--- config.mk ---
export PLATFORM = sky130hd
export DESIGN_NAME = gyro_rate_stability_classifier_core_flat
export DESIGN_NICKNAME = d
export VERILOG_FILES = /design/src/hdl/grsc_pkg.sv /design/src/hdl/grsc_req_if.sv /design/src/hdl/grsc_rsp_if.sv /design/src/hdl/grsc_ram.sv /design/src/hdl/gyro_rate_stability_classifier_core.sv /design/src/flat_wrapper.sv
export SDC_FILE = /design/constraint.sdc
export NUM_CORES = 2
export LEC_CHECK = 0
export ABC_AREA = 1
export BUFFER_PORTS_ARGS = -buffer_cell sky130_fd_sc_hd__buf_4
export CAP_MARGIN = 25
export CORE_UTILIZATION = 52
export DETAILED_ROUTE_END_ITERATION = 10
export GPL_ROUTABILITY_DRIVEN = 0
export PLACE_DENSITY_LB_ADDON = 0.1
export SLEW_MARGIN = 30
export SYNTH_ARGS = -nofsm -noshare
export SYNTH_HDL_FRONTEND = slang
export SYNTH_SLANG_ARGS = --single-unit
--- constraint.sdc ---
create_clock -name clock -period 9.33 [get_ports clock]
set_input_delay 0.933 -clock clock [delete_from_list [all_inputs] [get_ports clock]]
set_output_delay 0.933 -clock clock [all_outputs]
set_load 0.02 [all_outputs]
--- src/hdl/grsc_pkg.sv ---
// Shared types, constants and helper functions for the gyro rate stability classifier.
package grsc_pkg;

   localparam int RING_DEPTH = 8;
   localparam int RING_AW    = (RING_DEPTH > 1) ? $clog2(RING_DEPTH) : 1;

   localparam int CSR_IW = 3;
   localparam int CSR_DW = 16;

   localparam logic [CSR_IW-1:0] REG_RATE_OFFSET    = 3'd0;
   localparam logic [CSR_IW-1:0] REG_STABLE_LIMIT   = 3'd1;
   localparam logic [CSR_IW-1:0] REG_UNSTABLE_LIMIT = 3'd2;
   localparam logic [CSR_IW-1:0] REG_FALLING_LIMIT  = 3'd3;
   localparam logic [CSR_IW-1:0] REG_GAIN_CURRENT   = 3'd4;
   localparam logic [CSR_IW-1:0] REG_GAIN_PREVIOUS  = 3'd5;

   localparam logic KIND_SAMPLE   = 1'b0;
   localparam logic KIND_EVALUATE = 1'b1;

   typedef enum logic [1:0] {
      STAB_UNDECIDED = 2'd0,
      STAB_UNSTABLE  = 2'd1,
      STAB_STABLE    = 2'd2,
      STAB_FALLING   = 2'd3
   } stab_type;

   typedef enum logic [2:0] {
      ST_IDLE,
      ST_SCAN,
      ST_MUL_CUR,
      ST_MUL_PREV,
      ST_SUM,
      ST_SCALE,
      ST_CLASSIFY,
      ST_DONE
   } state_type;

   // clamp an 18-bit signed value into signed 16 bits
   function automatic logic signed [15:0] sat16(input logic signed [17:0] v);
      logic signed [15:0] r;
      if (v > 18'sd32767) begin
         r = 16'sh7fff;
      end else if (v < -18'sd32768) begin
         r = 16'sh8000;
      end else begin
         r = v[15:0];
      end
      return r;
   endfunction

   // true when v lies outside plus or minus lim
   function automatic logic beyond(input logic signed [15:0] v, input logic [14:0] lim);
      logic signed [16:0] vx;
      logic signed [16:0] lx;
      vx = {v[15], v};
      lx = {2'b00, lim};
      return (vx > lx) || (vx < -lx);
   endfunction

endpackage

--- src/hdl/grsc_req_if.sv ---
// Request channel interface: item kind and raw rate.
interface grsc_req_if;
   logic               valid;
   logic               ready;
   logic               kind;
   logic signed [15:0] raw_rate;

   modport source (output valid, output kind, output raw_rate, input ready);
   modport sink   (input valid, input kind, input raw_rate, output ready);
endinterface

--- src/hdl/grsc_rsp_if.sv ---
// Response channel interface: corrected rate, filtered rate and stability class.
interface grsc_rsp_if import grsc_pkg::*; ();
   logic               valid;
   logic               ready;
   logic signed [15:0] corrected_rate;
   logic signed [15:0] filtered_rate;
   stab_type           stability;

   modport source (output valid, output corrected_rate, output filtered_rate,
                   output stability, input ready);
   modport sink   (input valid, input corrected_rate, input filtered_rate,
                   input stability, output ready);
endinterface

--- src/hdl/grsc_ram.sv ---
// Generic single-write, single-read RAM with registered read data.
module grsc_ram #(
   parameter int WIDTH = 16,
   parameter int DEPTH = 8
) (
   input  logic                                   clock,
   input  logic                                   wr_en,
   input  logic [((DEPTH > 1) ? $clog2(DEPTH) : 1)-1:0] wr_addr,
   input  logic [WIDTH-1:0]                       wr_data,
   input  logic                                   rd_en,
   input  logic [((DEPTH > 1) ? $clog2(DEPTH) : 1)-1:0] rd_addr,
   output logic [WIDTH-1:0]                       rd_data
);

   logic [WIDTH-1:0] mem_ff [DEPTH];

   always_ff @(posedge clock) begin
      if (wr_en) begin
         mem_ff[wr_addr] <= wr_data;
      end
      if (rd_en) begin
         rd_data <= mem_ff[rd_addr];
      end
   end

endmodule

--- src/hdl/gyro_rate_stability_classifier_core.sv ---
// Top level of the gyro rate stability classifier.
//
//   channel   dir  transfer content                               handshake
//   req_chan  in   kind, raw_rate                                 valid/ready
//   rsp_chan  out  corrected_rate, filtered_rate, stability       valid/ready
//   csr_*     in   csr_index, csr_data (six registers)            csr_we, no wait
//
// Sample: its response is loaded at the edge of the request transfer.
// Evaluate: ring walk on the RAM read port, then the filter steps unless stable
// (shared 16x16 multiplier twice, sum, scale, classify). Synchronous reset; valid
// bits clear the ring at once and req ready stays low in reset. A request is taken
// while a response waits only if it transfers that cycle; a stall holds the final state.
module gyro_rate_stability_classifier_core
   import grsc_pkg::*;
(
   input  logic              clock,
   input  logic              reset,
   grsc_req_if.sink          req_chan,
   grsc_rsp_if.source        rsp_chan,
   input  logic              csr_we,
   input  logic [CSR_IW-1:0] csr_index,
   input  logic [CSR_DW-1:0] csr_data
);

   // configuration
   logic signed [15:0] rate_offset_ff,    rate_offset_in;
   logic [14:0]        stable_limit_ff,   stable_limit_in;
   logic [14:0]        unstable_limit_ff, unstable_limit_in;
   logic [14:0]        falling_limit_ff,  falling_limit_in;
   logic signed [15:0] gain_cur_ff,       gain_cur_in;
   logic signed [15:0] gain_prev_ff,      gain_prev_in;

   // architectural state outside the ring
   logic [RING_AW-1:0] write_slot_ff, write_slot_in;
   logic [RING_DEPTH-1:0] ring_vld_ff, ring_vld_in;
   logic signed [15:0] latest_ff, latest_in;
   logic signed [15:0] filt_ff,   filt_in;
   stab_type           stab_ff,   stab_in;

   // sequencer
   state_type          state_ff, state_in;
   logic [RING_AW:0]   issue_cnt_ff, issue_cnt_in;
   logic               chk_vld_ff, chk_vld_in;
   logic [RING_AW-1:0] chk_idx_ff, chk_idx_in;
   logic               stable_ff, stable_in;

   // filter datapath
   logic signed [31:0] prod_cur_ff,  prod_cur_in;
   logic signed [31:0] prod_prev_ff, prod_prev_in;
   logic signed [32:0] sum_ff,       sum_in;

   // output register
   logic               rsp_valid_ff, rsp_valid_in;
   logic signed [15:0] rsp_corr_ff,  rsp_corr_in;
   logic signed [15:0] rsp_filt_ff,  rsp_filt_in;
   stab_type           rsp_stab_ff,  rsp_stab_in;

   // combinational
   logic               req_fire;
   logic               rsp_free;
   logic               issuing;
   logic               last_chk;
   logic               entry_bad;
   logic               scan_ok;
   logic               ram_wr_en;
   logic               ram_rd_en;
   logic [RING_AW-1:0] ram_rd_addr;
   logic [15:0]        ram_rd_data;
   logic signed [15:0] entry;
   logic signed [16:0] diff;
   logic signed [15:0] corrected;
   logic signed [15:0] mul_a, mul_b;
   logic signed [31:0] product;
   logic signed [32:0] rounded;

   grsc_ram #(
      .WIDTH(16),
      .DEPTH(RING_DEPTH)
   ) u_ring (
      .clock  (clock),
      .wr_en  (ram_wr_en),
      .wr_addr(write_slot_ff),
      .wr_data(corrected),
      .rd_en  (ram_rd_en),
      .rd_addr(ram_rd_addr),
      .rd_data(ram_rd_data)
   );

   // output free now or freed by this cycle's transfer
   assign rsp_free = !rsp_valid_ff || rsp_chan.ready;
   assign req_fire = req_chan.valid && req_chan.ready;

   assign diff      = {req_chan.raw_rate[15], req_chan.raw_rate}
                    - {rate_offset_ff[15], rate_offset_ff};
   assign corrected = sat16({diff[16], diff});

   // never-written entries read as zero
   assign entry     = ring_vld_ff[chk_idx_ff] ? $signed(ram_rd_data) : 16'sd0;
   assign entry_bad = beyond(entry, stable_limit_ff);
   assign last_chk  = chk_vld_ff && (chk_idx_ff == RING_AW'(RING_DEPTH - 1));
   assign scan_ok   = stable_ff && !entry_bad;
   assign issuing   = issue_cnt_ff < (RING_AW + 1)'(RING_DEPTH);

   // one multiplier, shared by both filter terms
   assign mul_a   = (state_ff == ST_MUL_CUR) ? latest_ff : filt_ff;
   assign mul_b   = (state_ff == ST_MUL_CUR) ? gain_cur_ff : gain_prev_ff;
   assign product = mul_a * mul_b;

   // divide by 2^15 truncating toward zero: bias negative sums before the shift
   assign rounded = sum_ff + (sum_ff[32] ? 33'sd32767 : 33'sd0);

   // next state
   always_comb begin
      state_in = state_ff;
      unique case (state_ff)
         ST_IDLE: begin
            if (req_fire && req_chan.kind == KIND_EVALUATE) begin
               state_in = ST_SCAN;
            end
         end
         ST_SCAN: begin
            if (last_chk) begin
               state_in = scan_ok ? ST_DONE : ST_MUL_CUR;
            end
         end
         ST_MUL_CUR:  state_in = ST_MUL_PREV;
         ST_MUL_PREV: state_in = ST_SUM;
         ST_SUM:      state_in = ST_SCALE;
         ST_SCALE:    state_in = ST_CLASSIFY;
         ST_CLASSIFY: state_in = ST_DONE;
         ST_DONE: begin
            if (rsp_free) begin
               state_in = ST_IDLE;
            end
         end
         default:     state_in = ST_IDLE;
      endcase
   end

   // outputs of the sequencer
   always_comb begin
      req_chan.ready = 1'b0;
      ram_rd_en      = 1'b0;
      ram_rd_addr    = issue_cnt_ff[RING_AW-1:0];
      ram_wr_en      = 1'b0;
      unique case (state_ff)
         ST_IDLE: begin
            req_chan.ready = rsp_free && !reset;
            ram_wr_en      = req_fire && (req_chan.kind == KIND_SAMPLE);
         end
         ST_SCAN: begin
            ram_rd_en = issuing;
         end
         default: begin
         end
      endcase
   end

   // datapath next values
   always_comb begin
      rate_offset_in    = rate_offset_ff;
      stable_limit_in   = stable_limit_ff;
      unstable_limit_in = unstable_limit_ff;
      falling_limit_in  = falling_limit_ff;
      gain_cur_in       = gain_cur_ff;
      gain_prev_in      = gain_prev_ff;
      write_slot_in     = write_slot_ff;
      ring_vld_in       = ring_vld_ff;
      latest_in         = latest_ff;
      filt_in           = filt_ff;
      stab_in           = stab_ff;
      issue_cnt_in      = issue_cnt_ff;
      chk_vld_in        = 1'b0;
      chk_idx_in        = chk_idx_ff;
      stable_in         = stable_ff;
      prod_cur_in       = prod_cur_ff;
      prod_prev_in      = prod_prev_ff;
      sum_in            = sum_ff;
      rsp_valid_in      = rsp_valid_ff && !rsp_chan.ready;
      rsp_corr_in       = rsp_corr_ff;
      rsp_filt_in       = rsp_filt_ff;
      rsp_stab_in       = rsp_stab_ff;

      if (csr_we) begin
         unique case (csr_index)
            REG_RATE_OFFSET:    rate_offset_in    = $signed(csr_data);
            REG_STABLE_LIMIT:   stable_limit_in   = csr_data[14:0];
            REG_UNSTABLE_LIMIT: unstable_limit_in = csr_data[14:0];
            REG_FALLING_LIMIT:  falling_limit_in  = csr_data[14:0];
            REG_GAIN_CURRENT:   gain_cur_in       = $signed(csr_data);
            REG_GAIN_PREVIOUS:  gain_prev_in      = $signed(csr_data);
            default: begin
            end
         endcase
      end

      unique case (state_ff)
         ST_IDLE: begin
            if (req_fire) begin
               if (req_chan.kind == KIND_SAMPLE) begin
                  latest_in                  = corrected;
                  ring_vld_in[write_slot_ff] = 1'b1;
                  write_slot_in = (write_slot_ff == RING_AW'(RING_DEPTH - 1)) ?
                                  '0 : write_slot_ff + 1'b1;
                  rsp_valid_in  = 1'b1;
                  rsp_corr_in   = corrected;
                  rsp_filt_in   = filt_ff;
                  rsp_stab_in   = stab_ff;
               end else begin
                  issue_cnt_in = '0;
                  stable_in    = 1'b1;
               end
            end
         end
         ST_SCAN: begin
            if (issuing) begin
               issue_cnt_in = issue_cnt_ff + 1'b1;
               chk_vld_in   = 1'b1;
               chk_idx_in   = issue_cnt_ff[RING_AW-1:0];
            end
            if (chk_vld_ff && entry_bad) begin
               stable_in = 1'b0;
            end
            if (last_chk && scan_ok) begin
               stab_in = STAB_STABLE;
            end
         end
         ST_MUL_CUR:  prod_cur_in  = product;
         ST_MUL_PREV: prod_prev_in = product;
         ST_SUM:      sum_in = {prod_cur_ff[31], prod_cur_ff} + {prod_prev_ff[31], prod_prev_ff};
         ST_SCALE:    filt_in = sat16(rounded[32:15]);
         ST_CLASSIFY: begin
            // falling wins over unstable whatever the limit order
            priority if (beyond(filt_ff, falling_limit_ff)) begin
               stab_in = STAB_FALLING;
            end else if (beyond(filt_ff, unstable_limit_ff)) begin
               stab_in = STAB_UNSTABLE;
            end else begin
               stab_in = STAB_UNDECIDED;
            end
         end
         ST_DONE: begin
            if (rsp_free) begin
               rsp_valid_in = 1'b1;
               rsp_corr_in  = latest_ff;
               rsp_filt_in  = filt_ff;
               rsp_stab_in  = stab_ff;
            end
         end
         default: begin
         end
      endcase
   end

   always_ff @(posedge clock) begin
      if (reset) begin
         rate_offset_ff    <= 16'sd0;
         stable_limit_ff   <= 15'd10;
         unstable_limit_ff <= 15'd100;
         falling_limit_ff  <= 15'd400;
         gain_cur_ff       <= 16'sd16384;
         gain_prev_ff      <= 16'sd16384;
         write_slot_ff     <= '0;
         ring_vld_ff       <= '0;
         latest_ff         <= 16'sd0;
         filt_ff           <= 16'sd0;
         stab_ff           <= STAB_UNDECIDED;
         state_ff          <= ST_IDLE;
         chk_vld_ff        <= 1'b0;
         rsp_valid_ff      <= 1'b0;
      end else begin
         rate_offset_ff    <= rate_offset_in;
         stable_limit_ff   <= stable_limit_in;
         unstable_limit_ff <= unstable_limit_in;
         falling_limit_ff  <= falling_limit_in;
         gain_cur_ff       <= gain_cur_in;
         gain_prev_ff      <= gain_prev_in;
         write_slot_ff     <= write_slot_in;
         ring_vld_ff       <= ring_vld_in;
         latest_ff         <= latest_in;
         filt_ff           <= filt_in;
         stab_ff           <= stab_in;
         state_ff          <= state_in;
         chk_vld_ff        <= chk_vld_in;
         rsp_valid_ff      <= rsp_valid_in;
      end
   end

   // payload registers, no reset
   always_ff @(posedge clock) begin
      issue_cnt_ff <= issue_cnt_in;
      chk_idx_ff   <= chk_idx_in;
      stable_ff    <= stable_in;
      prod_cur_ff  <= prod_cur_in;
      prod_prev_ff <= prod_prev_in;
      sum_ff       <= sum_in;
      rsp_corr_ff  <= rsp_corr_in;
      rsp_filt_ff  <= rsp_filt_in;
      rsp_stab_ff  <= rsp_stab_in;
   end

   assign rsp_chan.valid          = rsp_valid_ff;
   assign rsp_chan.corrected_rate = rsp_corr_ff;
   assign rsp_chan.filtered_rate  = rsp_filt_ff;
   assign rsp_chan.stability      = rsp_stab_ff;

endmodule

--- src/flat_wrapper.sv ---
// flat-port wrapper written by rule: the top's interface ports become plain ports
module gyro_rate_stability_classifier_core_flat import grsc_pkg::*;
  (clock, reset, csr_we, csr_index, csr_data, req_chan_valid, req_chan_kind, req_chan_raw_rate, req_chan_ready, rsp_chan_valid, rsp_chan_corrected_rate, rsp_chan_filtered_rate, rsp_chan_stability, rsp_chan_ready);
  grsc_req_if req_chan_i ();
  grsc_rsp_if rsp_chan_i ();
  input  logic clock;
  input  logic reset;
  input  logic csr_we;
  input  logic [CSR_IW-1:0] csr_index;
  input  logic [CSR_DW-1:0] csr_data;
  input wire logic [$bits(req_chan_i.valid)-1:0] req_chan_valid;
  input wire logic [$bits(req_chan_i.kind)-1:0] req_chan_kind;
  input wire logic [$bits(req_chan_i.raw_rate)-1:0] req_chan_raw_rate;
  output wire logic [$bits(req_chan_i.ready)-1:0] req_chan_ready;
  output wire logic [$bits(rsp_chan_i.valid)-1:0] rsp_chan_valid;
  output wire logic [$bits(rsp_chan_i.corrected_rate)-1:0] rsp_chan_corrected_rate;
  output wire logic [$bits(rsp_chan_i.filtered_rate)-1:0] rsp_chan_filtered_rate;
  output wire logic [$bits(rsp_chan_i.stability)-1:0] rsp_chan_stability;
  input wire logic [$bits(rsp_chan_i.ready)-1:0] rsp_chan_ready;
  assign req_chan_i.valid = req_chan_valid;
  assign req_chan_i.kind = req_chan_kind;
  assign req_chan_i.raw_rate = req_chan_raw_rate;
  assign req_chan_ready = req_chan_i.ready;
  assign rsp_chan_valid = rsp_chan_i.valid;
  assign rsp_chan_corrected_rate = rsp_chan_i.corrected_rate;
  assign rsp_chan_filtered_rate = rsp_chan_i.filtered_rate;
  assign rsp_chan_stability = rsp_chan_i.stability;
  assign rsp_chan_i.ready = rsp_chan_ready;
  gyro_rate_stability_classifier_core u_core (.clock(clock), .reset(reset), .req_chan(req_chan_i), .rsp_chan(rsp_chan_i), .csr_we(csr_we), .csr_index(csr_index), .csr_data(csr_data));
endmodule
; ---- After elaboration in Yosys (flattened, before gate mapping)
; Memory sizes are Yosys's and may differ from the RTL's. A register that Yosys moved wholly into a read port is not among the register bits.
; Cells that the tools add are included.
[totals]
in_bits = 41
regBits = 282
ramBits = 128
n_memories = 1
out_inout_bits = 36
word_cells = 162
[op_classes]
mul = 1
magnitude_cmp = 14
addsub = 8
n_bitwise = 3
eq_ne = 23
reduce_logical = 37
mux = 52
[memory_table]
columns = name, words, word_bits, rd, rd_clocked_by_memory_dff, wr, line_no
row1 = u_core.u_ring.mem_ff, 8, 16, 1, 1, 1, grsc_ram.sv:15  ; logic [WIDTH-1:0] mem_ff [DEPTH];
[op_table]
columns = cell, n
row1 = $mux W16, 13
row2 = $pmux W16 S2, 2
row3 = $lt A16 B17 Y1, 3
row4 = $neg A15 Y17, 3
row5 = $gt A16 B16 Y1, 3
row6 = $add A32 B32 Y33, 1
row7 = $add A33 B33 Y33, 1
row8 = $mul A16 B16 Y32, 1
row9 = $eq A3 B3 Y1 const B, 8
row10 = $pmux W3 S8, 1
row11 = $gt A18 B16 Y1 const B, 1
row12 = $lt A18 B16 Y1 const B, 1
row13 = $gt A17 B16 Y1 const B, 1
row14 = $lt A17 B16 Y1 const B, 1
row15 = $sub A16 B16 Y17, 1
row16 = $reduce_and A2 Y1, 8
row17 = $mux W1, 15
row18 = $mux W15, 1
row19 = $mux W3, 5
row20 = $ne A2 B1 Y1 const B, 7
row21 = $eq A3 B2 Y1 const B, 4
row22 = $mux W4, 3
row23 = $reduce_and A4 Y1, 3
row24 = $logic_and A1 B1 Y1, 10
row25 = 21 further kinds, 41

; ---- Logic depth before layout (Yosys ltp)
[logic_depth]
ltp_word = 10
ltp_mapped = 36
mapped_depth_nobuf = 34

; ---- By module
; From an unflattened synthesis, not the netlist that was laid out.
[unflattened]
hier_cells = 3821
area_unflattened_um2 = 32606.3
[by_module_without_submodules]
columns = module, area_per_inst_um2, n_inst, cells_per_inst
row1 = gyro_rate_stability_classifier_core, 26456.6, 1, 3234
row2 = grsc_ram, 6149.6, 1, 587

; ---- Worst setup path after synthesis
; No wires, ideal clock.
[synth_path]
kind = reg2reg
startpoint = register u_core.state_ff[0]
endpoint = register u_core.prod_cur_ff[30] (data pin)
slack_ns = 1.399
stages_incl_launch_ff = 33
required_ns = 9.068
n_path_buf = 2
arrival_ns = 7.669
synth_period_minus_slack_ns = 7.931
path_cell_list = dfxtp_1 > buf_2 > nor2_1 > inv_1 > nor2_2 > inv_2 > o21ai_1 > inv_1 > clkbuf_1 > nor2_1 > inv_1 > fa_1 > inv_1 > fa_1 > inv_1 > fa_1 > inv_1 > fa_1 > fa_1 > inv_1 > fa_1 > inv_1 > ha_1 > nand2_1 > nor4_1 > nand3_1 > nand3_1 > nand2_1 > nand2_1 > nand2_1 > nand2_1 > a21oi_1 > xnor2_1
[synth_via]
elab_chain_cells = 3
word_cells_on_any_way = 4
cone_classes = mul: 1 / eq/ne: 1 / mux: 2
[synth_rtl]
columns = element, line_no
row1 = start: declaration, gyro_rate_stability_classifier_core.sv:41  ; state_type state_ff, state_in;
row2 = start signal: assignment, gyro_rate_stability_classifier_core.sv:283  ; state_ff <= state_in;
row3 = $eq A3 B2 Y1 (*), "gyro_rate_stability_classifier_core.sv:105, gyro_rate_stability_classifier_core.sv:106"
row4 = $mux W16 (on tied branches), "gyro_rate_stability_classifier_core.sv:105, gyro_rate_stability_classifier_core.sv:106"
row5 = $mul A16 B16 Y32 (*), gyro_rate_stability_classifier_core.sv:107  ; assign product = mul_a * mul_b;
row6 = via u_core.product[30], gyro_rate_stability_classifier_core.sv:73  ; logic signed [31:0] product;
row7 = end signal: assignment, gyro_rate_stability_classifier_core.sv:294  ; prod_cur_ff <= prod_cur_in;
row8 = end: declaration, gyro_rate_stability_classifier_core.sv:48  ; logic signed [31:0] prod_cur_ff, prod_cur_in;
; The timed path passes the listed nets; every way through them passes the cells marked *.
; A chain may end at the register's enable or synchronous reset.

; ---- Worst setup path after layout
; Same ends and word-level chain as after synthesis.

==> qor.yml <==
clocking:
  cts_made_buffers: 47
  hold_buffers: 0
  cts_setup_buffers: 0
  clock_latency_ns: 0.61
  clock_path_buffers: 3
  cts_tree: "built"
  h-tree-depth: 2
  cts-root-buf: "clkbuf_16"
  post_cts_resized: 0
  numClockSinks: 426
  clk_pin_slew_worst_paths_ns: 0.06
setup_path:
  worstSetupPathType: "flip-flop to flip-flop"
  worstPathArrival_ns: 8.44
  r2r-start: "u_core.state_ff[0]$_SDFFE_PP0P_"
  crit_required_ns: 9.66
  cp_slowest_cell: "fa_1"
  cp-start-kind: "flip-flop"
  timing.critical_path.mode_cell: "inv_1"
  cp_slowest_stage_delay_ns: 0.88
  crit_path_end_kind: "flip-flop"
  crit_fanout: 26
  critical_path.startpoint: "u_core.state_ff[0]$_SDFFE_PP0P_"
sta:
  fin_skew_ns: 0.0326
  relSlewSlack_pct: 38.5
  post-route-period-util_pct: 87.0
  setup_viol: 0
  maxSlewViolCount: 0
  min_period_ns: 8.11
  max_freq_mhz: 123
  tightest_slew_ns: 0.923
  worst_hold_slack_ns: 0.450
  hold_violations: 0
  fin_ws_ns: 1.22
  rsz0062_at_grt: "false"
  setup_tns_ns: 0
place:
  io_buffers: 76
  placed_cells: 4357
  post_dp_cell_area_mm2: 0.0331
  dpl.hpwl_um: 65800
  pre_cts_ws_ns: 1.30
floorplan:
  io_pins: 77
  die_y_um: 249
  num_rows: 90
  die-width_um: 249
  core-area_mm2: 0.0602
  start_util_pct: 52.5
  die_area_mm2: 0.0618
run:
  cap_violations: 0
global_routing:
  antenna_found_initial: 0
  grt_pass1_wl_um: 135000
  track_usage_pct: 27.9
  grt_max_degree: 100
  grt_pass1_vias: 24400
  overflow: 0
logic_synthesis:
  synth_area_leaders: "edfxtp_1 27%, fa_1 17%, ha_1 9.6%"
  synth_ff_type: "edfxtp_1"
  syn-cell-area_mm2: 0.0316
  synth-seq-cells: 426
  synthTopCellsByCount: "654 x inv_1, 484 x nand2_1, 447 x nor2_1"
  yosys.area.top_type_share_pct: 26.9
  yosys.area.top_type: "edfxtp_1"
  async_flop_share_pct: 0
  synth.most_common_cell: "inv_1"
  postSynthAreaPerCell_um2: 8.90
  synthCells: 3557
  synth_warnings: 0
  yosysUniqueCellTypes: 48
  yosysSeqAreaShare_pct: 35.9
  syn_nets: 4105
  synth_edf_count: 283
drt:
  drt_iter0_drc: 1682
  ant_nets: 0
  wl_per_cell_um: 19.1
  wirelength_um: 85100
  dr_total_vias: 24400
  drcViolationCount: 0
  avgViaCountPerCell: 5.49
  drt_pass1_iterations: 6
final_layout:
  n_antenna_cell: 0
  drive_above_1_share_pct: 6.42
  final_nets: 4172
  final_cells: 4445
  fillers: 5282
  synthToLayoutAreaGrowth_pct: 9.72
  design_area_mm2: 0.0347
  fin_util_pct: 57.6
power_and_ir_drop:
  power.total_mw: 6.25
  power_density_mw_per_mm2: 180
  cellLeakagePower_nw: 15.6
  peakVddDrop_v: 0.000148
min_path:
  worstHoldStart: "u_core.gain_cur_ff[5]$_SDFFE_PP0P_"
  hold_path_class: "flip-flop to flip-flop"
status:
  status: "completed"
==> cells in the final DEF (no fill, tap or decap), types with 19 or more instances in the layout <==
cell type / n
a31oi_1: 30
ha_1: 243
buf_4: 107
xor2_1: 92
o21ai_0: 263
nand4_1: 21
edfxtp_1: 283
inv_1: 651
a21oi_1: 230
nand2_1: 484
xnor2_1: 32
clkbuf_16: 47
o21bai_1: 19
nand3_1: 84
dfxtp_1: 143
nor2_1: 445
fa_1: 264
nor3_1: 36
==> cell type report <==
type | count | area [um^2] | share of cell area, %
clock inverter | 22 | 315 | 0.908
inverter | 662 | 2480 | 7.16
multi-input combinational | 2379 | 17400 | 50.3
timing repair buffer | 108 | 831 | 2.39
tap | 782 | 978 | 2.82
sequential | 426 | 11400 | 32.7
clock buffer | 66 | 1300 | 3.74
==> cell families after synthesis <==
group,synth area share (%)
simple gates,14.0
buf+inv,9.05
fa+ha+maj,26.3
xor+xnor,3.52
flops,35.9
compound gates,11.2
==> layer usage <==
metal	track usage [%]	routed length, um	vias up
met5	0	0	-
met3	3.77	5180	182
met2	47.6	41200	795
met4	10.7	3690	0
li1	-	-	11600
met1	36.1	35000	11800
==> state kept, by name, summed over array words and instances (netlist names), 4 cells and up <==
register	flops
u_core.gain_prev_ff	16
u_core.rate_offset_ff	16
u_core.sum_ff	33
u_core.prod_cur_ff	32
u_core.u_ring.rd_data	16
u_core.latest_ff	16
u_core.falling_limit_ff	15
u_core.prod_prev_ff	32
u_core.filt_ff	16
u_core.rsp_chan.filtered_rate	16
u_core.gain_cur_ff	16
u_core.issue_cnt_ff	4
u_core.stable_limit_ff	15
u_core.ring_vld_ff	8
u_core.unstable_limit_ff	15
u_core.u_ring.mem_ff	128
u_core.rsp_chan.corrected_rate	16
==> power by group <==
part,internal (mW),switching (mW)
logic,0.589,1.36
registers,2.32,0.0758
clock network,1.12,0.788
total,4.03,2.23
==> worst paths after layout <==
check,cells after the start,slack [ns],end
min,2,0.45,u_core.gain_cur_ff[5]$_SDFFE_PP0P_
min reg2reg,2,0.45,u_core.gain_cur_ff[5]$_SDFFE_PP0P_
max reg2reg,31,1.22,u_core.prod_cur_ff[30]$_DFFE_PN_
max,31,1.22,u_core.prod_cur_ff[30]$_DFFE_PN_
==> critical path, delay by kind of cell (launching register included) <==
kind                     cells  cell delay [ns]
AO/OA/AOI/OAI                2             0.47
AND/OR/NAND/NOR             12             1.55
XOR/XNOR                     1             0.14
flip-flops                   1             0.47
buffers and inverters        9             1.35
adder cells (fa/ha/maj)      7             3.86
No activity file was read; power rests on OpenSTA's default activity.
